--- src/sv/aesc_pkg.sv ---
// aesc_pkg: widths, reset values, register indexes, sequencer states and the
// saturation helper for the accelerometer ema / scale / calibrate block.
// no dependencies; imported by accel_ema_scale_calibrate and aesc_checker.
package aesc_pkg;

   localparam int ADC_BITS         = 10;
   localparam int FILTER_FRAC_BITS = 8;
   localparam int FILT_BITS        = ADC_BITS + FILTER_FRAC_BITS;
   localparam int ALPHA_BITS       = 9;
   localparam int ALPHA_SHIFT      = 8;
   localparam int ALPHA_ONE        = 2 ** ALPHA_SHIFT;
   localparam int GAIN_BITS        = 16;
   localparam int ACC_BITS         = 16;
   localparam int COUNT_BITS       = 8;
   localparam int NUM_AXES         = 3;
   localparam int AXIS_BITS        = 2;
   localparam int CSR_INDEX_BITS   = 3;
   localparam int CSR_DATA_BITS    = (FILT_BITS > GAIN_BITS) ? FILT_BITS : GAIN_BITS;

   localparam int DIFF_BITS   = FILT_BITS + 1;
   localparam int MULB_BITS   = GAIN_BITS + 1;
   localparam int PROD_BITS   = DIFF_BITS + MULB_BITS;
   localparam int SCALE_SHIFT = 16;
   localparam int SCALED_BITS = PROD_BITS - SCALE_SHIFT;
   localparam int SAT_BITS    = (SCALED_BITS > ACC_BITS + 1) ? SCALED_BITS : ACC_BITS + 1;

   localparam int ACC_MAX = 2 ** (ACC_BITS - 1) - 1;
   localparam int ACC_MIN = -(2 ** (ACC_BITS - 1));

   localparam logic [ALPHA_BITS-1:0] ALPHA_RESET = ALPHA_BITS'(26);
   localparam logic [FILT_BITS-1:0]  ZERO_RESET  = FILT_BITS'(128000);
   localparam logic [GAIN_BITS-1:0]  GAIN_RESET  = GAIN_BITS'(10240);
   localparam logic [COUNT_BITS-1:0] LIMIT_RESET = COUNT_BITS'(100);

   localparam logic [CSR_INDEX_BITS-1:0] CSR_FILTER_ALPHA = 3'd0;
   localparam logic [CSR_INDEX_BITS-1:0] CSR_ZERO_LEVEL_X = 3'd1;
   localparam logic [CSR_INDEX_BITS-1:0] CSR_ZERO_LEVEL_Y = 3'd2;
   localparam logic [CSR_INDEX_BITS-1:0] CSR_ZERO_LEVEL_Z = 3'd3;
   localparam logic [CSR_INDEX_BITS-1:0] CSR_SCALE_GAIN_X = 3'd4;
   localparam logic [CSR_INDEX_BITS-1:0] CSR_SCALE_GAIN_Y = 3'd5;
   localparam logic [CSR_INDEX_BITS-1:0] CSR_SCALE_GAIN_Z = 3'd6;
   localparam logic [CSR_INDEX_BITS-1:0] CSR_CALIB_LIMIT  = 3'd7;

   localparam logic [AXIS_BITS-1:0] AXIS_X = 2'd0;
   localparam logic [AXIS_BITS-1:0] AXIS_Y = 2'd1;
   localparam logic [AXIS_BITS-1:0] AXIS_Z = 2'd2;

   typedef logic signed [ACC_BITS-1:0] accel_type;

   typedef enum logic [2:0] {
      ST_IDLE,
      ST_FILT,
      ST_UPD,
      ST_SCALE,
      ST_LAST,
      ST_FINAL
   } state_type;

   function automatic accel_type sat_acc(input logic signed [SAT_BITS-1:0] v);
      logic signed [SAT_BITS-1:0] hi;
      logic signed [SAT_BITS-1:0] lo;
      hi = SAT_BITS'(ACC_MAX);
      lo = SAT_BITS'(ACC_MIN);
      if (v > hi) begin
         sat_acc = hi[ACC_BITS-1:0];
      end else if (v < lo) begin
         sat_acc = lo[ACC_BITS-1:0];
      end else begin
         sat_acc = v[ACC_BITS-1:0];
      end
   endfunction

endpackage

--- src/sv/accel_ema_scale_calibrate.sv ---
// accel_ema_scale_calibrate: per-axis ema filter, scaling to q4.12 g and
// start-up offset calibration on one shared 19x17 signed multiplier.
// depends on aesc_pkg.
//
//   channel | ports                                   | handshake
//   --------+-----------------------------------------+---------------------
//   request | req_cmd, req_raw_x/y/z                  | req_valid / req_stall
//   result  | rsp_accel_x/y/z, rsp_ready_res          | rsp_valid / rsp_stall
//   csr     | csr_index, csr_wdata                    | csr_valid / csr_ready
//
// a sample beat uses the multiplier six times (filter and gain per axis)
// in filt, upd, scale per axis, then last and final; a restart beat goes
// to final. req_stall is high until the sequencer is back in idle.
// the result sits in an output register; a stalled result holds the last
// sequencer step until it drains. reset is synchronous; filters, offsets
// and count clear, calibration restarts, registers return to defaults.
module accel_ema_scale_calibrate
   import aesc_pkg::*;
(
   input  logic                      clock,
   input  logic                      reset,
   input  logic                      req_valid,
   output logic                      req_stall,
   input  logic                      req_cmd,
   input  logic [ADC_BITS-1:0]       req_raw_x,
   input  logic [ADC_BITS-1:0]       req_raw_y,
   input  logic [ADC_BITS-1:0]       req_raw_z,
   output logic                      rsp_valid,
   input  logic                      rsp_stall,
   output accel_type                 rsp_accel_x,
   output accel_type                 rsp_accel_y,
   output accel_type                 rsp_accel_z,
   output logic                      rsp_ready_res,
   input  logic                      csr_valid,
   output logic                      csr_ready,
   input  logic [CSR_INDEX_BITS-1:0] csr_index,
   input  logic [CSR_DATA_BITS-1:0]  csr_wdata
);

   state_type                      state_ff, state_in;
   logic [AXIS_BITS-1:0]           axis_ff, axis_in;
   logic                           cmd_ff, cmd_in;
   logic [ADC_BITS-1:0]            raw_ff [NUM_AXES];
   logic [ADC_BITS-1:0]            raw_in [NUM_AXES];
   logic [FILT_BITS-1:0]           filt_ff [NUM_AXES];
   logic [FILT_BITS-1:0]           filt_in [NUM_AXES];
   logic signed [PROD_BITS-1:0]    prod_ff, prod_in;
   accel_type                      acc_ff [NUM_AXES];
   accel_type                      acc_in [NUM_AXES];
   accel_type                      offset_ff [NUM_AXES];
   accel_type                      offset_in [NUM_AXES];
   logic [COUNT_BITS-1:0]          count_ff, count_in;
   logic                           in_cal_ff, in_cal_in;

   logic [ALPHA_BITS-1:0]          alpha_ff, alpha_in;
   logic [FILT_BITS-1:0]           zero_ff [NUM_AXES];
   logic [FILT_BITS-1:0]           zero_in [NUM_AXES];
   logic [GAIN_BITS-1:0]           gain_ff [NUM_AXES];
   logic [GAIN_BITS-1:0]           gain_in [NUM_AXES];
   logic [COUNT_BITS-1:0]          limit_ff, limit_in;

   logic                           rsp_valid_ff, rsp_valid_in;
   accel_type                      rsp_acc_ff [NUM_AXES];
   accel_type                      rsp_acc_in [NUM_AXES];
   logic                           rsp_ready_ff, rsp_ready_in;

   logic [ALPHA_BITS-1:0]          alpha_eff;
   logic [FILT_BITS-1:0]           filt_sel;
   logic [DIFF_BITS-1:0]           raw_ext;
   logic signed [DIFF_BITS-1:0]    mul_a;
   logic signed [MULB_BITS-1:0]    mul_b;
   logic signed [PROD_BITS-1:0]    prod;
   logic [FILT_BITS-1:0]           filt_upd;
   accel_type                      scaled_sat;
   logic [AXIS_BITS-1:0]           axis_prev;
   logic [COUNT_BITS-1:0]          count_inc;
   logic                           out_free;

   assign req_stall     = (state_ff != ST_IDLE);
   assign csr_ready     = 1'b1;
   assign rsp_valid     = rsp_valid_ff;
   assign rsp_accel_x   = rsp_acc_ff[AXIS_X];
   assign rsp_accel_y   = rsp_acc_ff[AXIS_Y];
   assign rsp_accel_z   = rsp_acc_ff[AXIS_Z];
   assign rsp_ready_res = rsp_ready_ff;

   // shared datapath
   assign alpha_eff = (alpha_ff > ALPHA_BITS'(ALPHA_ONE)) ? ALPHA_BITS'(ALPHA_ONE) : alpha_ff;
   assign filt_sel  = filt_ff[axis_ff];
   assign raw_ext   = {1'b0, raw_ff[axis_ff], FILTER_FRAC_BITS'(0)};
   assign axis_prev = axis_ff - AXIS_BITS'(1);

   always_comb begin
      if (state_ff == ST_SCALE) begin
         mul_a = $signed({1'b0, filt_sel} - {1'b0, zero_ff[axis_ff]});
         mul_b = $signed({1'b0, gain_ff[axis_ff]});
      end else begin
         mul_a = $signed(raw_ext - {1'b0, filt_sel});
         mul_b = $signed(MULB_BITS'(alpha_eff));
      end
   end

   assign prod       = mul_a * mul_b;
   assign filt_upd   = filt_sel + prod_ff[ALPHA_SHIFT +: FILT_BITS];
   assign scaled_sat = sat_acc(SAT_BITS'($signed(prod_ff[PROD_BITS-1:SCALE_SHIFT])));
   assign count_inc  = (count_ff != '1) ? count_ff + COUNT_BITS'(1) : count_ff;
   assign out_free   = !rsp_valid_ff || !rsp_stall;

   always_comb begin
      state_in     = state_ff;
      axis_in      = axis_ff;
      cmd_in       = cmd_ff;
      raw_in       = raw_ff;
      filt_in      = filt_ff;
      prod_in      = prod_ff;
      acc_in       = acc_ff;
      offset_in    = offset_ff;
      count_in     = count_ff;
      in_cal_in    = in_cal_ff;
      alpha_in     = alpha_ff;
      zero_in      = zero_ff;
      gain_in      = gain_ff;
      limit_in     = limit_ff;
      rsp_valid_in = rsp_valid_ff && rsp_stall;
      rsp_acc_in   = rsp_acc_ff;
      rsp_ready_in = rsp_ready_ff;

      if (csr_valid) begin
         case (csr_index)
            CSR_FILTER_ALPHA: alpha_in        = csr_wdata[ALPHA_BITS-1:0];
            CSR_ZERO_LEVEL_X: zero_in[AXIS_X] = csr_wdata[FILT_BITS-1:0];
            CSR_ZERO_LEVEL_Y: zero_in[AXIS_Y] = csr_wdata[FILT_BITS-1:0];
            CSR_ZERO_LEVEL_Z: zero_in[AXIS_Z] = csr_wdata[FILT_BITS-1:0];
            CSR_SCALE_GAIN_X: gain_in[AXIS_X] = csr_wdata[GAIN_BITS-1:0];
            CSR_SCALE_GAIN_Y: gain_in[AXIS_Y] = csr_wdata[GAIN_BITS-1:0];
            CSR_SCALE_GAIN_Z: gain_in[AXIS_Z] = csr_wdata[GAIN_BITS-1:0];
            CSR_CALIB_LIMIT:  limit_in        = csr_wdata[COUNT_BITS-1:0];
            default: ;
         endcase
      end

      case (state_ff)
         ST_IDLE: begin
            if (req_valid) begin
               cmd_in         = req_cmd;
               raw_in[AXIS_X] = req_raw_x;
               raw_in[AXIS_Y] = req_raw_y;
               raw_in[AXIS_Z] = req_raw_z;
               axis_in        = AXIS_X;
               state_in       = req_cmd ? ST_FINAL : ST_FILT;
            end
         end
         ST_FILT: begin
            prod_in = prod;
            if (axis_ff != AXIS_X) begin
               acc_in[axis_prev] = scaled_sat;
            end
            state_in = ST_UPD;
         end
         ST_UPD: begin
            filt_in[axis_ff] = filt_upd;
            state_in         = ST_SCALE;
         end
         ST_SCALE: begin
            prod_in = prod;
            if (axis_ff == AXIS_Z) begin
               state_in = ST_LAST;
            end else begin
               axis_in  = axis_ff + AXIS_BITS'(1);
               state_in = ST_FILT;
            end
         end
         ST_LAST: begin
            acc_in[axis_ff] = scaled_sat;
            state_in        = ST_FINAL;
         end
         ST_FINAL: begin
            if (out_free) begin
               rsp_valid_in = 1'b1;
               state_in     = ST_IDLE;
               if (cmd_ff) begin
                  for (int k = 0; k < NUM_AXES; k++) begin
                     filt_in[k]    = '0;
                     rsp_acc_in[k] = '0;
                  end
                  count_in     = '0;
                  in_cal_in    = 1'b1;
                  rsp_ready_in = 1'b0;
               end else if (in_cal_ff) begin
                  count_in = count_inc;
                  if (count_inc > limit_ff) begin
                     offset_in = acc_ff;
                     in_cal_in = 1'b0;
                  end
                  rsp_acc_in   = acc_ff;
                  rsp_ready_in = 1'b0;
               end else begin
                  for (int k = 0; k < NUM_AXES; k++) begin
                     rsp_acc_in[k] = sat_acc(SAT_BITS'(acc_ff[k]) - SAT_BITS'(offset_ff[k]));
                  end
                  rsp_ready_in = 1'b1;
               end
            end
         end
         default: begin
            state_in = ST_IDLE;
         end
      endcase
   end

   always_ff @(posedge clock) begin
      if (reset) begin
         state_ff     <= ST_IDLE;
         rsp_valid_ff <= 1'b0;
         count_ff     <= '0;
         in_cal_ff    <= 1'b1;
         alpha_ff     <= ALPHA_RESET;
         limit_ff     <= LIMIT_RESET;
         for (int k = 0; k < NUM_AXES; k++) begin
            filt_ff[k]   <= '0;
            offset_ff[k] <= '0;
            zero_ff[k]   <= ZERO_RESET;
            gain_ff[k]   <= GAIN_RESET;
         end
      end else begin
         state_ff     <= state_in;
         rsp_valid_ff <= rsp_valid_in;
         count_ff     <= count_in;
         in_cal_ff    <= in_cal_in;
         alpha_ff     <= alpha_in;
         limit_ff     <= limit_in;
         filt_ff      <= filt_in;
         offset_ff    <= offset_in;
         zero_ff      <= zero_in;
         gain_ff      <= gain_in;
      end
   end

   always_ff @(posedge clock) begin
      axis_ff      <= axis_in;
      cmd_ff       <= cmd_in;
      raw_ff       <= raw_in;
      prod_ff      <= prod_in;
      acc_ff       <= acc_in;
      rsp_acc_ff   <= rsp_acc_in;
      rsp_ready_ff <= rsp_ready_in;
   end

endmodule

--- config.mk ---
export PLATFORM = sky130hd
export DESIGN_NAME = accel_ema_scale_calibrate
export DESIGN_NICKNAME = d
export VERILOG_FILES = /design/src/sv/aesc_pkg.sv /design/src/sv/accel_ema_scale_calibrate.sv
export SDC_FILE = /design/constraint.sdc
export NUM_CORES = 2
export LEC_CHECK = 0
export BUFFER_PORTS_ARGS = -buffer_cell sky130_fd_sc_hd__buf_2
export CORE_MARGIN = 4
export CORE_UTILIZATION = 60
export CTS_CLUSTER_DIAMETER = 30
export DETAILED_ROUTE_END_ITERATION = 16
export PLACE_DENSITY = 0.85
export SLEW_MARGIN = 30
export SYNTH_ARGS = -nofsm -noshare
export SYNTH_HDL_FRONTEND = slang
export SYNTH_SLANG_ARGS = --single-unit
--- constraint.sdc ---
create_clock -name clock -period 16.2 [get_ports clock]
set_clock_uncertainty 0.15 [all_clocks]
set_input_delay 1.62 -clock clock [delete_from_list [all_inputs] [get_ports clock]]
set_output_delay 1.62 -clock clock [all_outputs]
set_load 0.005 [all_outputs]
==> results.py <==
metrics = {
    "run_status": {
        "status": "complete, no violations",
    },
    "final_layout": {
        "layout.nets": 4169,
        "design_area_sq_mm": 0.03534,
        "antennaDiodeCount": 0,
        "stdcell_count": 4345,
        "area_delta_synth_final_pct": 11.59,
        "drive_above_1_share": 0.08622,
    },
    "timing": {
        "setup_viol": 0,
        "finalMaxSlewViolations": 0,
        "post-route-min-period_ns": 11.23,
        "setup_ws_ns": 4.972,
        "max_freq_mhz": 89.07,
        "finalSetupTns_ns": 0,
        "rsz0062_at_grt": "no",
        "final.period_utilization": 0.6931,
        "worst_pin_slew_ns": 0.9790,
        "hold_viol_final": 0,
        "timing.slew.headroom": 0.3287,
    },
    "yosys": {
        "syn_inst": 3541,
        "synth.avg_cell_area_sq_um": 8.944,
        "yosys-mux-area-fraction": 0.04097,
        "synth.area.top_cells": "fa_1 (20%), edfxtp_1 (15%), dfxtp_1 (15%), ha_1 (7.7%), nand2_1 (6.4%)",
        "synth_common_cells": "nand2_1 (541), inv_1 (493), nor2_1 (346), fa_1 (310), dfxtp_1 (234)",
        "ys_seq_area_frac": 0.2977,
        "synthXorXnorAreaFrac": 0.03236,
        "synth_seq_cells": 392,
        "yosys.area_share.simple": 0.1617,
        "synth_top_area_frac": 0.1960,
        "synth_most_common_cell": "nand2_1",
        "async_reset_ff_frac": 0,
        "synth-adder-area-share": 0.2734,
        "synth_compound_area_frac": 0.1155,
        "synth-edff-count": 158,
        "synth_top_family_by_area": "adder cells",
        "syn-cell-area_sq_mm": 0.03167,
        "yosys.cell_types.count": 86,
        "yosys_warnings": 0,
        "syn_nets": 4104,
        "synth.largest_area_cell": "fa_1",
        "yosys_most_used_dff": "dfxtp_1",
    },
    "job": {
        "max_cap_viol_count": 0,
    },
    "clock_network": {
        "insertion_delay_ns": 0.63,
        "cts_made_buffers": 78,
        "htreeDepth": 3,
        "cts_tree": "done",
        "cts_buffer_depth": 3,
        "clkSinkCount": 392,
        "cts_setup_buffers": 0,
        "cts_resized": 0,
        "ctsRootBufferMaster": "clkbuf_16",
        "cts_hold_buf": 0,
        "clkTransAtPathRegs_ns": 0.05,
    },
    "place": {
        "hpwl_um": 61420,
        "place_ws_ns": 5.335,
        "dp.cells": 4206,
        "placed_area_sq_mm": 0.03271,
        "port_buffers": 107,
        "gp_congestion": 0.9586,
    },
    "detailed_routing": {
        "drtIter0Drc": 2584,
        "dr.pass1.iters": 6,
        "viasPerCell": 5.966,
        "wl_um": 84030,
        "drc_errors": 0,
        "drtAntennaViolNets": 0,
        "vias": 25920,
        "wl_per_cell_um": 19.34,
    },
    "global_route": {
        "overflow": 0,
        "grt_max_degree": 118,
        "grt_pass1_wl_um": 134800,
        "antenna_found_initial": 0,
        "track_usage": 0.2972,
        "grt_pass1_vias": 26090,
    },
    "worst_hold_path": {
        "min_path_type": "reg -> reg",
    },
    "power": {
        "pwr_density_cell_mw_per_mm2": 206.8,
        "ir_worst_vdd_mv": 0.2850,
        "p_leak_nw": 15.32,
    },
    "floorplanning": {
        "io-pin-count": 109,
        "fp.coreArea_sq_mm": 0.05182,
        "die_x_um": 237.7,
        "die_area_sq_mm": 0.05652,
        "rows": 83,
        "die_h_um": 237.7,
        "initial_core_util": 0.6112,
    },
    "worst_setup_path": {
        "critPathLaunchType": "flip-flop",
        "crit_path_end_kind": "flip-flop",
        "worst-setup-path-type": "reg -> reg",
        "crit_family": "adder cells",
        "worst_ep_required_time_ns": 16.37,
        "crit_fanout": 67,
        "arrival_ns": 11.40,
        "ff2ff_setup_slack_ns": 4.97,
        "cp.buffers_inverters": 7,
        "slowest_stage": "buf_4",
        "crit_top_cell": "fa_1",
        "slowest_delay_ns": 0.59,
    },
}
-- report_power, final --
group	switching, W	total, W	internal (W)
logic	0.00265	0.00435	0.00169
clock network	0.000541	0.00157	0.00103
registers	0.0000751	0.00139	0.00132
total	0.00327	0.00731	0.00404
-- logic make-up (layout without fill, tap and decap cells) --
kind of cell    count (synthesis)  after routing
compound gates                565            565
xor+xnor                      117            117
fa+ha+maj                     506            506
buf+inv                       642            766
flops                         392            392
mux                           128            128
other cells                     1              1
simple gates                 1190           1190
-- flip-flops by register name, indices dropped and copies added, names as in the netlist, 3 cells and up --
| signal | cells |
|---|---|
| rsp_accel_x | 16 |
| acc_ff | 48 |
| gain_ff | 48 |
| limit_ff | 8 |
| zero_ff | 54 |
| offset_ff | 48 |
| alpha_ff | 9 |
| rsp_accel_z | 16 |
| count_ff | 8 |
| raw_ff | 30 |
| rsp_accel_y | 16 |
| filt_ff | 54 |
| state_ff | 3 |
| prod_ff | 28 |
-- layout by cell type, fill, tap and decap left out, types with 92 or more instances in the layout --
cell / instances
mux2i_1: 118
a21oi_1: 231
fa_1: 310
edfxtp_1: 158
inv_1: 491
buf_2: 106
ha_1: 196
dfxtp_1: 234
nand2_1: 539
nand3_1: 92
nor2_1: 338
-- stage by stage --
step / total power (W) / hold slack [ns] / utilization
4_1_cts: 0.007284 / 0.3025 / 0.6812
5_1_grt: 0.007963 / 0.3189 / 0.6820
3_5_place_dp: 0.005684 / 0.2962 / 0.6312
2_1_floorplan: 0.004620 / 0.2815 / -
6_report: 0.007308 / 0.3026 / 0.6820
3_3_place_gp: 0.005479 / 0.2910 / 0.6303
-- metal layers --
metal,up-vias,global-route usage,share of wire
li1,11770,-,-
met1,12450,0.3636,0.37
met2,1354,0.4844,0.47
met3,345,0.06741,0.095
met4,0,0.1748,0.066
met5,-,0,0
-- area by class of cell --
cell class                 count  area [sq um]
tap                          680         850.8
sequential                   392          9429
clock inverter                44         528.0
inverter                     494          1857
clock buffer                  95          2066
timing repair buffer         133         757.0
multi-input combinational   2507         19850
fill                        3740         16480
-- worst paths after layout --
path	cells after the start	startpoint	endpoint
worst max register to register	36	axis_ff[0]	prod_ff[34]
worst min-delay path	2	gain_ff[9]	gain_ff[9]
worst min register to register	2	gain_ff[9]	gain_ff[9]
worst max-delay path	36	axis_ff[0]	prod_ff[34]
-- tightest hold or removal path, cell delays in order, from the launching register on --
cell     delay, ns
dfxtp_1       0.30
nand2_1       0.05
a21oi_1       0.05
Note: power is estimated with default switching activity, not from simulation.
